$ cat src/hdl/rpads_pkg.sv
// Package: widths and defaults shared by the pairwise difference sum block.
`timescale 1ns / 1ps

package rpads_pkg;

	localparam int SAMPLE_W        = 32;
	localparam int PAIR_SUM_W      = 51;
	localparam int COUNT_W         = 11;
	localparam int MAX_SAMPLES_DEF = 1024;

endpackage

$ cat src/hdl/rpads_cell.sv
// One chain cell: holds one stored sample and adds its distance to passing samples.
`timescale 1ns / 1ps

module rpads_cell #(
	parameter int INDEX       = 0,
	parameter int MAX_SAMPLES = rpads_pkg::MAX_SAMPLES_DEF,
	parameter int POS_W       = $clog2(MAX_SAMPLES + 1),
	parameter int SUM_W       = rpads_pkg::SAMPLE_W + $clog2(MAX_SAMPLES)
) (
	input  logic                              clk,
	input  logic                              arst_n,
	input  logic                              en,
	input  logic                              in_valid,
	input  logic [rpads_pkg::SAMPLE_W-1:0]    in_x,
	input  logic [POS_W-1:0]                  in_pos,
	input  logic [SUM_W-1:0]                  in_sum,
	output logic                              out_valid,
	output logic [rpads_pkg::SAMPLE_W-1:0]    out_x,
	output logic [POS_W-1:0]                  out_pos,
	output logic [SUM_W-1:0]                  out_sum
);
	import rpads_pkg::*;

	logic                    valid_q;
	logic [SAMPLE_W-1:0]     x_q;
	logic [POS_W-1:0]        pos_q;
	logic [SUM_W-1:0]        sum_q;
	logic [SAMPLE_W-1:0]     stored_q;

	logic signed [SAMPLE_W:0] ext_s;
	logic signed [SAMPLE_W:0] ext_x;
	logic signed [SAMPLE_W:0] d_sx;
	logic signed [SAMPLE_W:0] d_xs;
	logic [SAMPLE_W-1:0]      diff_abs;
	logic                     use_cell;
	logic                     hit;

	assign ext_s    = $signed({stored_q[SAMPLE_W-1], stored_q});
	assign ext_x    = $signed({in_x[SAMPLE_W-1], in_x});
	assign d_sx     = ext_s - ext_x;
	assign d_xs     = ext_x - ext_s;
	assign diff_abs = (ext_s >= ext_x) ? d_sx[SAMPLE_W-1:0] : d_xs[SAMPLE_W-1:0];
	// earlier samples of the series live in cells below the sample's position
	assign use_cell = in_valid && (in_pos > POS_W'(INDEX));
	assign hit      = in_valid && (in_pos == POS_W'(INDEX));

	always_ff @(posedge clk or negedge arst_n) begin
		if (!arst_n) begin
			valid_q <= 1'b0;
		end else if (en) begin
			valid_q <= in_valid;
		end
	end

	always_ff @(posedge clk) begin
		if (en) begin
			x_q   <= in_x;
			pos_q <= in_pos;
			sum_q <= use_cell ? (in_sum + SUM_W'(diff_abs)) : in_sum;
			if (hit) begin
				stored_q <= in_x;
			end
		end
	end

	assign out_valid = valid_q;
	assign out_x     = x_q;
	assign out_pos   = pos_q;
	assign out_sum   = sum_q;

endmodule

$ cat config.mk
export PLATFORM = sky130hd
export DESIGN_NAME = rpads_cell
export DESIGN_NICKNAME = d
export VERILOG_FILES = /design/src/hdl/rpads_pkg.sv /design/src/hdl/rpads_cell.sv
export SDC_FILE = /design/constraint.sdc
export NUM_CORES = 1
export LEC_CHECK = 0
export BUFFER_PORTS_ARGS = -buffer_cell sky130_fd_sc_hd__buf_2
export CAP_MARGIN = 0
export CORE_UTILIZATION = 45
export CTS_CLUSTER_SIZE = 12
export DETAILED_ROUTE_END_ITERATION = 8
export PLACE_DENSITY = 0.67
export SYNTH_ARGS = -nofsm -noshare
export SYNTH_HDL_FRONTEND = slang
export SYNTH_SLANG_ARGS = --single-unit
$ cat constraint.sdc
create_clock -name clk -period 14.9 [get_ports clk]
set_clock_uncertainty 0.2 [all_clocks]
set_input_delay 2.98 -clock clk [delete_from_list [all_inputs] [get_ports clk]]
set_output_delay 2.98 -clock clk [all_outputs]
set_load 0.02 [all_outputs]
==> reports/qor.txt <==
Outcome: finished, final reports clean
Die height: 147 µm
IO buf count: 174
Post-Place Cells: 1441
Synth Area per Inst: 9.17 µm²
Largest stage delay, worst path: 0.55 ns
Most common cell in the netlist: edfxtp_1
Sequential share of the synthesized area: 0.373
Layout Nets: 1378
Met2 WL: 10500 µm
Total power: 1.17 mW
Final ANT Viol Nets: 0
WP data required: 14.85 ns
H-tree levels: 4
Worst Setup End Kind: register
Fin cells: 1473
Drt via density: 5.62
VDD IR max: 0.0000729 V
Met1 WL: 11700 µm
DRC errors left: 0
Setup TNS: 0 ns
Multiplexer share of the synthesized area: 0.0194
Post-synth top cells: edfxtp_1 (117), a21oi_1 (104), ha_1 (96), o21ai_0 (96)
Share of cells above drive strength 1: 0.188
Largest family of logic cells by synthesized area: compound AO/OA/AOI/OAI gates
Rel. slew slack: 0.576
Number of global-route vias before repair: 7876
Number of I/O pins: 175
Placed instance area: 10500 µm²
Buf/Inv on CP: 3
RSZ-0062 raised after global routing: no
Area leader, netlist: edfxtp_1
Worst path cell trace: buf_2, inv_1, ha_1, a21oi_1, o211ai_1, o221ai_1, nand2_1, o31ai_4, buf_4, mux2i_1, a31oi_1, xnor2_1, ha_1, a211oi_1, o21ai_1, a2111oi_0, or3_1, a21oi_1, a21boi_0, mux2i_1, o311ai_0
Die area: 21700 µm²
Clock slew at reported path FFs: 0.06 ns
Top-area cell type share of the netlist area: 0.370
Met3 WL: 1600 µm
Number of synthesized flops with an enable pin: 117
Post-CTS setup buffer count: 0
Synth Area in Adders: 0.133
Final worst path period need: 8.60 ns
Starting density of the core: 0.464
Top cells by area, synth: edfxtp_1 (37%), ha_1 (13%), a21oi_1 (5.5%), o21ai_0 (5.1%), inv_1 (3.6%)
DIE WIDTH: 147 µm
Antenna cells: 0
XOR/XNOR Fraction of Synth Area: 0.0582
Worst min path class: register to register
Mapped Area: 9480 µm²
CTS tree: built
Skew-Pair Late Insertion Delay: 0.43 ns
Area Overhead vs Synth: 17.2%
Asr flop ratio synth: 0.00847
Largest net degree at the start of global routing: 67
Final number of max-transition violations: 0
PD cells: 105 nW/µm²
Post-route cell area: 11100 µm²
Routability Congestion: 0.959
Critical-path maximum fanout: 32
CTS Sinks: 118
Delay-heaviest family, CP: compound AO/OA/AOI/OAI gates
Achievable frequency: 116 MHz
Core ar.: 20400 µm²
Post-synth cell types: 68
Cell Rows: 52
Hold Vio Cnt, Final: 0
Critical Path Source Type: input pin
DR WL/cell: 16.6 µm
Hold buffers post-CTS: 0
Worst Path Arrival: 8.56 ns
Synth Flop Type: edfxtp_1
First-pass detailed-route iteration total: 5
Post-route clock period utilization: 0.577
Synth Area in Compound Gates: 0.234
DRT iter0 DRCs: 759
Setup Viol. Count Final: 0
Total grt overflow: 0
# resized after CTS: 0
Syn Inst Count: 1034
Synth Area in Simple Gates: 0.125
CTS Buffer Depth: 2
Synth Warn #: 0
Worst Max-Slew Pin Slew: 0.631 ns
Syn_nets: 1222
Total of fill cells in the finished design: 1896
Synth Register Bits: 118
Maxcap violations: 0
Vias: 8277
Initial antenna violation count: 0
Drt total wl: 24400 µm
Fin util: 0.544
Static leakage: 4.85 nW
Clock buffer count from CTS: 17
Crit Path Class: input pin to register
First-pass GRT wire length: 39200 µm
DP HPWL: 18900 µm
Top sig layer: met4
CTS root buffer: clkbuf_16
CP max stage cell: o31ai_4
Gr usage total: 0.230
## state kept, by name, summed over array words and instances (netlist names)
name,count
out_sum,42
out_x,32
stored_q,32
out_pos,11
out_valid,1
## placed cells by master (no fill, tap or decap), types with 6 or more instances in the layout
cell | Yosys | final
buf_2 | 25 | 173
edfxtp_1 | 117 | 117
a21oi_1 | 104 | 104
o21ai_0 | 96 | 96
ha_1 | 96 | 96
inv_1 | 92 | 92
nand2_1 | 92 | 91
nor2_1 | 60 | 59
xnor2_1 | 35 | 35
xor2_1 | 28 | 28
a21o_1 | 24 | 24
nand4_1 | 18 | 18
clkbuf_16 | 0 | 17
a211oi_1 | 15 | 15
nor3_1 | 15 | 15
mux2i_1 | 15 | 15
o21bai_1 | 15 | 15
nand3_1 | 14 | 14
o211ai_1 | 12 | 12
o21a_1 | 12 | 12
o31ai_1 | 12 | 11
a31oi_1 | 10 | 10
nand2b_1 | 9 | 9
and3_1 | 8 | 8
or3_1 | 7 | 7
o21ai_1 | 6 | 6
buf_4 | 3 | 6
## worst paths after layout
check | slack, ns | endpoint | cells past startpoint | start
setup reg to reg | 8.51 | out_sum[29] | 22 | stored_q[0]
max in group asynchronous | 12.30 | out_valid | 1 | arst_n
hold reg to reg | 0.33 | out_valid | 2 | out_valid
min in group asynchronous | 2.12 | out_valid | 1 | arst_n
setup / recovery | 6.30 | out_sum[29] | 21 | in_x[25]
hold / removal | 0.33 | out_valid | 2 | out_valid
## final cells by class
class	instances	area (µm²)	share of cell area
well taps	270	338	0.0304
clock buffers	17	425	0.0383
repair buffers	179	911	0.0820
clock inverters	15	139	0.0125
multi-input cells	782	5420	0.487
flip-flops and latches	118	3540	0.318
inverters	92	345	0.0311
## logic make-up after synthesis
family / after synthesis
AOI/OAI and AO/OA: 350
and+or+nand+nor: 252
buffers and inverters: 134
DFF: 118
adders and majority gates: 99
xor gates and xnor gates: 63
muxes: 18
## layer usage
layer  GRT usage  vias to the layer above
li1            -                     4106
met1       0.323                     3780
met2       0.348                      346
met3      0.0425                       45
met4      0.0897                        0
met5           0                        -
## stage by stage
stage / worst slack (ns) / hold WS [ns]
floorplan: 7.28 / 0.406
global placement: 6.03 / 0.314
detailed placement: 5.95 / 0.317
CTS: 6.38 / 0.322
global route: 5.88 / 0.349
finish: 6.30 / 0.325
## power breakdown
group	switching [mW]	internal [mW]
clock network	0.154	0.242
registers	0.00554	0.398
logic	0.230	0.139
## worst min-delay path, cell delays in order (launching register included)
cell and delay (ns):
dfrtp_1 0.38, inv_1 0.05, o21ai_0 0.06
(Power assumes the default switching activity.)
